$ cat src/rtl/mtfm_pkg.sv
// shared codes and types for the topic filter matcher
`timescale 1ns / 1ps
`default_nettype none

package mtfm_pkg;

	localparam int REQ_W  = 2;
	localparam int CHAR_W = 8;

	localparam logic [REQ_W-1:0] REQ_CLEAR  = 2'd0;
	localparam logic [REQ_W-1:0] REQ_APPEND = 2'd1;
	localparam logic [REQ_W-1:0] REQ_TOPIC  = 2'd2;
	localparam logic [REQ_W-1:0] REQ_END    = 2'd3;

	localparam logic [CHAR_W-1:0] CH_MULTI  = 8'h23;
	localparam logic [CHAR_W-1:0] CH_SINGLE = 8'h2B;
	localparam logic [CHAR_W-1:0] CH_SLASH  = 8'h2F;

	typedef struct packed {
		logic match;
		logic filter_overflow;
	} verdict_t;

endpackage

`default_nettype wire

$ cat src/rtl/mqtt_topic_filter_match_top.sv
// top level of the topic filter matcher: stream ports, filter memory, walk, result register
//
// channel  dir  tdata                                        tuser
// s_*      in   [7:0] char_value                             [1:0] req_type
// m_*      out  [0] match, [1] filter_overflow, [7:2] zero   -
//
// one word per cycle on the input while s_tready is high; each word passes through the walk
// with one filter memory read (next char kept registered) and a few compares
// an end-of-topic word gives its result word on m_* the cycle after acceptance
// s_tready drops only while a result word waits on m_* with m_tready low
// reset clears filter length, walk state and the result valid flag; filter memory is not cleared
`timescale 1ns / 1ps
`default_nettype none

module mqtt_topic_filter_match_top #(
	parameter int MAX_FILTER = 64
) (
	input  wire logic       clk,
	input  wire logic       arst_n,
	input  wire logic       s_tvalid,
	output logic            s_tready,
	input  wire logic [7:0] s_tdata,  // [7:0] char_value
	input  wire logic [1:0] s_tuser,  // [1:0] req_type
	output logic            m_tvalid,
	input  wire logic       m_tready,
	output logic      [7:0] m_tdata   // [0] match, [1] filter_overflow
);

	localparam int AW = $clog2(MAX_FILTER);
	localparam int LW = $clog2(MAX_FILTER + 1);

	logic                        acc;
	logic                        we;
	logic [AW-1:0]               waddr, raddr;
	logic [mtfm_pkg::CHAR_W-1:0] wdata, rdata;
	logic                        verdict_valid;
	mtfm_pkg::verdict_t          verdict;
	logic                        m_valid_q;
	mtfm_pkg::verdict_t          m_data_q;

	assign s_tready = !m_valid_q || m_tready;
	assign acc      = s_tvalid && s_tready;

	mtfm_store #(
		.DEPTH(MAX_FILTER),
		.AW   (AW)
	) u_store (
		.clk  (clk),
		.we   (we),
		.waddr(waddr),
		.wdata(wdata),
		.raddr(raddr),
		.rdata(rdata)
	);

	mtfm_walk #(
		.MAX_FILTER(MAX_FILTER),
		.AW        (AW),
		.LW        (LW)
	) u_walk (
		.clk          (clk),
		.arst_n       (arst_n),
		.acc          (acc),
		.req          (s_tuser),
		.ch           (s_tdata),
		.rdata        (rdata),
		.we           (we),
		.waddr        (waddr),
		.wdata        (wdata),
		.raddr        (raddr),
		.verdict_valid(verdict_valid),
		.verdict      (verdict)
	);

	always_ff @(posedge clk or negedge arst_n) begin
		if (!arst_n) begin
			m_valid_q <= 1'b0;
		end else if (verdict_valid) begin
			m_valid_q <= 1'b1;
		end else if (m_tready) begin
			m_valid_q <= 1'b0;
		end
	end

	always_ff @(posedge clk) begin
		if (verdict_valid) begin
			m_data_q <= verdict;
		end
	end

	assign m_tvalid = m_valid_q;
	assign m_tdata  = {6'b0, m_data_q.filter_overflow, m_data_q.match};

	a_hold_stalls_input: assert property (@(posedge clk) disable iff (!arst_n)
		(m_valid_q && !m_tready) |-> !acc)
		else $error("word accepted while result word stalled");

	a_valid_held: assert property (@(posedge clk) disable iff (!arst_n)
		(m_valid_q && !m_tready) |=> m_valid_q)
		else $error("result word dropped while stalled");

	a_data_held: assert property (@(posedge clk) disable iff (!arst_n)
		(m_valid_q && !m_tready) |=> $stable(m_data_q))
		else $error("result word changed while stalled");

endmodule

`default_nettype wire

$ cat src/rtl/mtfm_store.sv
// filter character memory, one write and one registered read port
`timescale 1ns / 1ps
`default_nettype none

module mtfm_store #(
	parameter int DEPTH = 64,
	parameter int AW    = 6
) (
	input  wire logic                        clk,
	input  wire logic                        we,
	input  wire logic [AW-1:0]               waddr,
	input  wire logic [mtfm_pkg::CHAR_W-1:0] wdata,
	input  wire logic [AW-1:0]               raddr,
	output logic      [mtfm_pkg::CHAR_W-1:0] rdata
);

	logic [mtfm_pkg::CHAR_W-1:0] mem [DEPTH];

	always_ff @(posedge clk) begin
		if (we) begin
			mem[waddr] <= wdata;
		end
		// same-address write is forwarded
		if (we && (waddr == raddr)) begin
			rdata <= wdata;
		end else begin
			rdata <= mem[raddr];
		end
	end

endmodule

`default_nettype wire

$ cat src/rtl/mtfm_walk.sv
// filter load and wildcard walk state, with read address for the next filter char
`timescale 1ns / 1ps
`default_nettype none

module mtfm_walk #(
	parameter int MAX_FILTER = 64,
	parameter int AW         = 6,
	parameter int LW         = 7
) (
	input  wire logic                        clk,
	input  wire logic                        arst_n,
	input  wire logic                        acc,
	input  wire logic [mtfm_pkg::REQ_W-1:0]  req,
	input  wire logic [mtfm_pkg::CHAR_W-1:0] ch,
	input  wire logic [mtfm_pkg::CHAR_W-1:0] rdata,
	output logic                             we,
	output logic      [AW-1:0]               waddr,
	output logic      [mtfm_pkg::CHAR_W-1:0] wdata,
	output logic      [AW-1:0]               raddr,
	output logic                             verdict_valid,
	output mtfm_pkg::verdict_t               verdict
);

	logic [LW-1:0]               len_q, len_n;
	logic [LW-1:0]               pos_q, pos_n, pos_w, pos_inc;
	logic [mtfm_pkg::CHAR_W-1:0] cur_q, cur_n, cur_w;
	logic [mtfm_pkg::CHAR_W-1:0] first_q, first_n;
	logic [mtfm_pkg::CHAR_W-1:0] held_q, held_n;
	logic                        held_v_q, held_v_n;
	logic                        dec_q, dec_n;
	logic                        val_q, val_n;
	logic                        ovf_q, ovf_n;
	logic                        do_walk, slash, avail, adv, step_dec, step_val, m;

	assign slash   = (req == mtfm_pkg::REQ_TOPIC) && (ch == mtfm_pkg::CH_SLASH);
	assign do_walk = acc && held_v_q && !dec_q &&
		((req == mtfm_pkg::REQ_TOPIC) || (req == mtfm_pkg::REQ_END));
	assign avail   = pos_q < len_q;

	// one walk step on the held char
	always_comb begin
		adv      = 1'b0;
		step_dec = dec_q;
		step_val = val_q;
		if (do_walk) begin
			if (!avail) begin
				step_dec = 1'b1;
				step_val = 1'b0;
			end else if (cur_q == mtfm_pkg::CH_MULTI) begin
				step_dec = 1'b1;
				step_val = 1'b1;
			end else if (cur_q == held_q) begin
				adv = 1'b1;
			end else if (cur_q == mtfm_pkg::CH_SINGLE) begin
				adv = slash;
			end else begin
				step_dec = 1'b1;
				step_val = 1'b0;
			end
		end
	end

	assign pos_w = pos_q + LW'(adv);
	assign cur_w = adv ? rdata : cur_q;

	always_comb begin
		if (step_dec) begin
			m = step_val;
		end else begin
			m = !((pos_w < len_q) && (cur_w != mtfm_pkg::CH_SINGLE));
		end
		if (ovf_q) begin
			m = 1'b0;
		end
	end

	always_comb begin
		len_n         = len_q;
		pos_n         = pos_q;
		cur_n         = cur_q;
		first_n       = first_q;
		held_n        = held_q;
		held_v_n      = held_v_q;
		dec_n         = dec_q;
		val_n         = val_q;
		ovf_n         = ovf_q;
		we            = 1'b0;
		waddr         = len_q[AW-1:0];
		wdata         = ch;
		verdict_valid = 1'b0;
		if (acc) begin
			case (req)
				mtfm_pkg::REQ_CLEAR: begin
					len_n = '0;
					ovf_n = 1'b0;
				end
				mtfm_pkg::REQ_APPEND: begin
					if (len_q < LW'(MAX_FILTER)) begin
						we    = 1'b1;
						len_n = len_q + LW'(1);
						if (len_q == '0) begin
							first_n = ch;
						end
					end else begin
						ovf_n = 1'b1;
					end
				end
				mtfm_pkg::REQ_TOPIC: begin
					pos_n    = pos_w;
					cur_n    = cur_w;
					dec_n    = step_dec;
					val_n    = step_val;
					held_n   = ch;
					held_v_n = 1'b1;
				end
				mtfm_pkg::REQ_END: begin
					verdict_valid = 1'b1;
				end
				default: begin
					verdict_valid = 1'b0;
				end
			endcase
			if (req != mtfm_pkg::REQ_TOPIC) begin
				pos_n    = '0;
				cur_n    = first_n;
				held_n   = '0;
				held_v_n = 1'b0;
				dec_n    = 1'b0;
				val_n    = 1'b0;
			end
		end
	end

	assign verdict.match           = m;
	assign verdict.filter_overflow = ovf_q;

	// keep the char after the current one in the read register
	assign pos_inc = pos_n + LW'(1);
	assign raddr   = pos_inc[AW-1:0];

	always_ff @(posedge clk or negedge arst_n) begin
		if (!arst_n) begin
			len_q    <= '0;
			pos_q    <= '0;
			held_v_q <= 1'b0;
			dec_q    <= 1'b0;
			val_q    <= 1'b0;
			ovf_q    <= 1'b0;
			held_q   <= '0;
		end else begin
			len_q    <= len_n;
			pos_q    <= pos_n;
			held_v_q <= held_v_n;
			dec_q    <= dec_n;
			val_q    <= val_n;
			ovf_q    <= ovf_n;
			held_q   <= held_n;
		end
	end

	always_ff @(posedge clk) begin
		cur_q   <= cur_n;
		first_q <= first_n;
	end

	a_pos_in_filter: assert property (@(posedge clk) disable iff (!arst_n)
		pos_q <= len_q)
		else $error("walk position beyond filter length");

	a_ovf_full: assert property (@(posedge clk) disable iff (!arst_n)
		ovf_q |-> (len_q == LW'(MAX_FILTER)))
		else $error("overflow flagged with filter not full");

	a_end_restart: assert property (@(posedge clk) disable iff (!arst_n)
		(acc && (req == mtfm_pkg::REQ_END)) |=> (!held_v_q && !dec_q && (pos_q == '0)))
		else $error("walk not restarted after end of topic");

endmodule

`default_nettype wire
$ cat config.mk
export PLATFORM = sky130hd
export DESIGN_NAME = mqtt_topic_filter_match_top
export DESIGN_NICKNAME = d
export VERILOG_FILES = /design/src/rtl/mtfm_pkg.sv /design/src/rtl/mqtt_topic_filter_match_top.sv /design/src/rtl/mtfm_store.sv /design/src/rtl/mtfm_walk.sv
export SDC_FILE = /design/constraint.sdc
export NUM_CORES = 1
export LEC_CHECK = 0
export ABC_AREA = 0
export BUFFER_PORTS_ARGS = -buffer_cell sky130_fd_sc_hd__buf_4
export CORE_ASPECT_RATIO = 1.2
export CORE_MARGIN = 2
export CORE_UTILIZATION = 30
export DETAILED_ROUTE_END_ITERATION = 7
export SLEW_MARGIN = 20
export SYNTH_ARGS = -nofsm -noshare
export SYNTH_HDL_FRONTEND = slang
export SYNTH_SLANG_ARGS = --single-unit
$ cat constraint.sdc
create_clock -name clk -period 5.6 [get_ports clk]
set_input_delay 1.68 -clock clk [delete_from_list [all_inputs] [get_ports clk]]
set_output_delay 1.68 -clock clk [all_outputs]
set_load 0.03 [all_outputs]
* Word level (Yosys, flattened, before mapping) *
Memory sizes are Yosys's and may differ from the RTL's. A register that Yosys moved wholly into a read port is not among the register bits.
Index checks and enable logic that the tools add are counted.

cells by class
  $add $sub $neg = 3
  $lt $le $gt $ge = 3
  equality and inequality tests = 11
  multiplexer cells = 46
  reduce and logical (&&, ||, !) cells = 19

operator list
  operator                                           number
  2-to-1 mux 8 bit                                   8
  2-to-1 mux 1 bit                                   32
  2-to-1 mux 7 bit                                   4
  == test 8 x 6 -> 1 bit, second input constant      3
  less-than comparator 7 bit                         2
  case mux 7 bit (2 select lines)                    1
  == test 8 bit                                      1
  != test 8 x 6 -> 1 bit, second input constant      1
  adder 7 x 1 -> 7 bit                               1
  adder 7 x 1 -> 7 bit, second input constant        1
  zero test 7 bit                                    1
  less-than comparator 7 bit, second input constant  1
  adder 6 x 1 -> 6 bit, second input constant        1
  logical AND 1 bit                                  6
  AND reduction 3 bit                                2
  nonzero test 2 bit                                 3
  == test 2 bit, second input constant               2
  != test 2 bit, second input constant               2
  zero test 1 bit                                    3
  == test 2 x 1 -> 1 bit, second input constant      1
  zero test 2 bit                                    1
  logical OR 1 bit                                   2
  != test 2 x 1 -> 1 bit, second input constant      1
  case mux 1 bit (2 select lines)                    1
  AND reduction 2 bit                                1

storage, ports and cells
  register bits after elaboration = 45
  bits in writable memories = 512
  input port bits = 14
  output and inout bits = 10
  word-level logic and storage cells = 95
  memories = 1

memory list
  name         words  bits a word  read ports  clocked after memory_dff  wr ports  line              text
  u_store.mem  64     8            1           1                         1         mtfm_store.sv:17  logic [mtfm_pkg::CHAR_W-1:0] mem [DEPTH];

* Depth between registers and ports, before layout *
  depth in word-level cells = 12
  mapped depth = 20
  gate-level depth less buffers = 18

* Modules after synthesis *
From an unflattened synthesis, not the netlist that was laid out.

unflattened totals
  cells, all modules = 1232
  area total of the unflattened synthesis = 23047.1 µm²

modules (own cells, without submodules)
  module                       times used  cells each  area an instance (µm²)  sequential area each (µm²)
  mtfm_store                   1           938         20126.8                 15494.9
  mtfm_walk                    1           281         2757.6                  1131.1
  mqtt_topic_filter_match_top  1           13          162.7                   85.1

* Least setup slack after synthesis *
Ideal clock, no wire load.

  path kind = in2reg
  start point = input port m_tready
  end point = register m_data_q, in the netlist m_tdata[0] (data pin)
  setup time = 268 ps
  data arrival time = 5058 ps
  required time = 5332 ps
  path slack = 274 ps
  cell stages on the path = 18
  path buffers = 1
  cell sequence = nand2b_1 nand2_1 inv_1 nand4b_1 a2111oi_4 buf_6 ha_1 ha_1 xnor2_1 inv_1 ha_1 a21boi_0 o21ai_0 nand2b_1 a21oi_1 nor2b_1 o21ai_0 a311oi_1

on the way
  word-level cells in the longest chain between the ends = 11
  elaborated cells between the ends (all ways) = 15
  classes of those cells = 1 x add/sub; 1 x order compare; 1 x eq/ne; 5 x mux; 7 x reduce/logical

RTL lines
  what                                                                         line                               text
  start: declaration                                                           mqtt_topic_filter_match_top.sv:25  input wire logic m_tready,
  logical OR 1 bit *                                                           mqtt_topic_filter_match_top.sv:41  assign s_tready = !m_valid_q || m_tready;
  logical AND 1 bit *                                                          mqtt_topic_filter_match_top.sv:42  assign acc = s_tvalid && s_tready;
  logical AND 1 bit * (3 in a row)                                             mtfm_walk.sv:36                    assign do_walk = acc && held_v_q && !dec_q &&
  2-to-1 mux 1 bit                                                             mtfm_walk.sv:45                    if (do_walk) begin
  adder 7 x 1 -> 7 bit / 2-to-1 mux 8 bit (equally long branches)              mtfm_walk.sv:63, mtfm_walk.sv:64
  less-than comparator 7 bit / != test 8 x 6 -> 1 bit (equally long branches)  mtfm_walk.sv:70                    m = !((pos_w < len_q) && (cur_w != mtfm_pkg::CH_SINGLE));
  logical AND 1 bit                                                            mtfm_walk.sv:70
  zero test 1 bit                                                              mtfm_walk.sv:70
  2-to-1 mux 1 bit *                                                           mtfm_walk.sv:67                    if (step_dec) begin
  end signal: assignment                                                       mqtt_topic_filter_match_top.sv:87  m_data_q <= verdict;
  end: declaration                                                             mqtt_topic_filter_match_top.sv:39  mtfm_pkg::verdict_t m_data_q;

Every way passes the cells marked *; elsewhere a longest branch is shown, timed or not.
A chain may end at the register's enable or synchronous reset.

==> summary.md <==
The max-cap check violation count was 0. The final setup TNS is 0 ns. The data required time at the worst endpoint was 6.02 ns; the achievable clock frequency was 213 MHz.

Counting along the longest clock path gives a buffer depth of 3. Port buffering added 17 buffers. In this run, distinct cell masters in the synthesized netlist total 69.

The hold violation total from the final report was 0; the pin count of the biggest net entering global routing was 67. The post-route minimum period came out at 4.69 ns. Clock tree synthesis inserted a total of 55 buffers. The synthesized instance count was 1338; the data arrival at the endpoint of the critical path was 5.11 ns. The run gives 0.000194 V as the largest voltage drop on the vdd net. The worst pin sits at a relative slew slack of 23.8%.

For this run, the post-layout net count is 1461. The insertion delay to the later sink of the worst-skew pair was 0.60 ns; the initial core utilization was 30.4%. The core region is 75300 sq um. The netlist area before placement was 22900 sq um. The worst setup path category is reg2reg. The leading area contributor after synthesis was sky130_fd_sc_hd__edfxtp_1.

TritonCTS built the clock tree. Via total after detailed routing: 12.5k. The via-per-instance ratio is 5.05.

0 antenna diodes ended up in the layout. The number of gates resized after cts is 0. The logs give 0 for the final count of pins violating max slew and 7046 for the total of fill cells in the finished design. In this run, synthesis produced a sequential element count of 563.

The synthesized area divided by synthesized cell count was 17.1 sq um; the share of the clock period used by the worst path was 83.8%. The floorplan die area came out at 78400 sq um. Relative to the synthesized area, the layout overhead comes to 15.1%. The number of antenna violations at the first check in global routing is 0. The sink count of the clock tree is 563, and the area fraction of the dominant cell type after synthesis is 69.6%. The proportion of synthesized flip-flops having asynchronous set or reset came out at 4.80%. The path class of the tightest hold or removal check is reg2reg. The run finished with clean final reports.

In this run the register-to-register setup slack is 0.91 ns. The first global-routing pass estimated 84300 microns of wire. The share of final-layout standard cells stronger than drive strength 1 was 19.1%; the overall overflow remaining after global route was 0. The number of global-route vias before repair came out at 12.7k. In the synthesized netlist, the cells that appear most often are sky130_fd_sc_hd__edfxtp_1, sky130_fd_sc_hd__nor2_1, sky130_fd_sc_hd__mux2i_1, sky130_fd_sc_hd__nand2_1, sky130_fd_sc_hd__mux4_2. The logs give 0 for the buffers inserted during post-CTS setup optimization and 56100 microns for the total routed wirelength. After detailed routing, the number of remaining DRC violations is 0. The capturing element type of the critical path is a flop.

Yosys instantiated no cell more often than sky130_fd_sc_hd__edfxtp_1. The analysis attributes to cell leakage a power of 8.28 nW. For the number of optimization iterations in the first detailed-route pass, the log shows 5.

At the pin with the least slew margin, the transition time is 1.14 ns. Global routing consumed, over all layers together, 14.3% of the routing resources. For this design the ratio of total power to cell area is 324 nW/um^2. The master cell of the clock root buffer was sky130_fd_sc_hd__clkbuf_16.

Yosys printed 0 warnings. After floorplanning, the core was divided into 110 placement rows. The run gives 0 as the post-detailed-route count of antenna-violating nets. Pin placement for this block handled 24 I/O pins.

The die span in y was 306 microns. The leading register cell type out of synthesis was sky130_fd_sc_hd__edfxtp_1. The routability congestion estimate is 0.841. For this run, the share of the core covered by cells in the final layout is 35.0%.

Worst-case clock skew: 0.0127 ns. The clock-pin slew of the registers on the worst-case setup and hold paths is 0.06 ns, and the number of failing setup endpoints in the final timing report is 0. Sequential cells were found to cover 73.1% of the synthesized design area. From left edge to right edge, the die measures 256 microns.

For the post-detailed-placement half-perimeter wirelength, the log shows 36400 microns. Maximum level of the CTS H-tree: 2. In the post-synthesis netlist, the biggest area contributors are sky130_fd_sc_hd__edfxtp_1, sky130_fd_sc_hd__mux4_2, sky130_fd_sc_hd__mux2i_1, sky130_fd_sc_hd__dfrtp_1, sky130_fd_sc_hd__nor2_1. Along the worst path, the maximum fanout reaches 21. The count of hold-fix buffers inserted at cts is 0. The tools report the number of design-rule violations left by the first detailed-router iteration as 1207. The routed wire length per instance is 22.6 microns. Setup repair after global routing left no endpoint under its margin. The tools report the kind of launch point of the worst setup path as a flop.

Counting flops with a built-in enable in the synthesized netlist gives 530.
## state kept, by name, indices dropped and copies added (netlist names), named ones only
register         count
u_store.mem        512
u_walk.cur_q         8
u_walk.first_q       8
u_walk.held_q        8
u_walk.len_q         7
u_walk.pos_q         7
m_tdata              2
m_tvalid             1
u_walk.dec_q         1
u_walk.held_v_q      1
u_walk.ovf_q         1
u_walk.val_q         1
## per-layer routing
layer / GRT usage (%) / up-vias / part of all wire [%] / wire length [microns]
met2: 25.1 / 418 / 51 / 28800
met3: 2.39 / 86 / 5.6 / 3150
met5: 0 / - / 0 / 0
li1: - / 5491 / - / -
met1: 18.0 / 6545 / 40 / 22600
met4: 4.38 / 0 / 2.8 / 1570
## path summary, 6_finish.rpt
kind,end,start,depth (start not counted)
worst min-delay path,u_walk.held_v_q,u_walk.held_v_q,2
max in group asynchronous,u_walk.len_q[0],arst_n,1
worst min register to register,u_walk.held_v_q,u_walk.held_v_q,2
worst max register to register,m_tdata[0],flop,10
min in group asynchronous,u_walk.held_v_q,arst_n,1
worst max-delay path,m_tdata[0],flop,10
## cell type report
type / instances / area, sq um / share of cell area (%)
clock inverter: 32 / 256 / 0.975
tap: 1008 / 1260 / 4.79
inverter: 19 / 71.3 / 0.271
multi-input combinational: 695 / 5760 / 21.9
sequential: 563 / 16700 / 63.5
timing repair buffer: 96 / 746 / 2.83
clock buffer: 70 / 1510 / 5.72
## critical path, stage by stage (launching register included)
cell and delay, ns:
sky130_fd_sc_hd__dfxtp_1 0.68, sky130_fd_sc_hd__nor2_1 0.96, sky130_fd_sc_hd__buf_4 0.33, sky130_fd_sc_hd__a221oi_1 0.14, sky130_fd_sc_hd__o21ai_0 0.16, sky130_fd_sc_hd__nand3_1 0.18, sky130_fd_sc_hd__a2111oi_0 0.89, sky130_fd_sc_hd__buf_4 0.25
sky130_fd_sc_hd__a21oi_1 0.07, sky130_fd_sc_hd__or4b_1 0.55, sky130_fd_sc_hd__a311oi_1 0.29
## layout by cell type (no fill, tap or decap), types with 8 or more instances in the layout
cell type	count
sky130_fd_sc_hd__nand2b_1	8
sky130_fd_sc_hd__nand4_1	8
sky130_fd_sc_hd__nor2b_1	12
sky130_fd_sc_hd__mux4_2	74
sky130_fd_sc_hd__xnor2_1	10
sky130_fd_sc_hd__xor2_1	9
sky130_fd_sc_hd__mux2_2	16
sky130_fd_sc_hd__ha_1	17
sky130_fd_sc_hd__buf_4	94
sky130_fd_sc_hd__a22oi_1	12
sky130_fd_sc_hd__dfrtp_1	27
sky130_fd_sc_hd__nor2_1	120
sky130_fd_sc_hd__nand2_1	75
sky130_fd_sc_hd__nand3_1	34
sky130_fd_sc_hd__o22ai_1	11
sky130_fd_sc_hd__clkinv_2	15
sky130_fd_sc_hd__edfxtp_1	530
sky130_fd_sc_hd__a221oi_1	24
sky130_fd_sc_hd__a21oi_1	27
sky130_fd_sc_hd__inv_1	16
sky130_fd_sc_hd__clkbuf_16	57
sky130_fd_sc_hd__clkbuf_1	10
sky130_fd_sc_hd__nor3_1	9
sky130_fd_sc_hd__mux2i_1	98
sky130_fd_sc_hd__o21ai_0	45
sky130_fd_sc_hd__clkinv_1	13
## cell families after synthesis
logic type               synth area share, %
adder cells (fa/ha/maj)                0.930
AND/OR/NAND/NOR                         5.91
multiplexers                            12.4
XOR/XNOR                               0.728
flip-flops                              73.1
buffers and inverters                   1.83
AO/OA/AOI/OAI                           5.13
other                                 0.0164
## metrics by stage
| stage | hold slack (ns) | power [mW] | std cells | worst slack (ns) | instance area [sq um] |
|---|---|---|---|---|---|
| final | 0.490 | 8.52 | 2483 | 0.910 | 26300 |
| after global routing | 0.532 | 8.77 | 2483 | 0.787 | 26300 |
| after CTS | 0.487 | 8.59 | 2483 | 0.960 | 26300 |
| after detailed placement | 0.474 | 5.00 | 2381 | 0.497 | 24600 |
| after global placement | 0.467 | 4.99 | 2381 | 0.457 | 24600 |
| after floorplan | 0.447 | 4.86 | 1343 | 0.274 | 22900 |
## power breakdown
group          switching, mW  internal (mW)  total, mW
registers             0.0220           4.64       4.66
logic                  0.181         0.0688      0.250
clock network           1.53           2.08       3.61
Power figures use the tool's default switching activity.
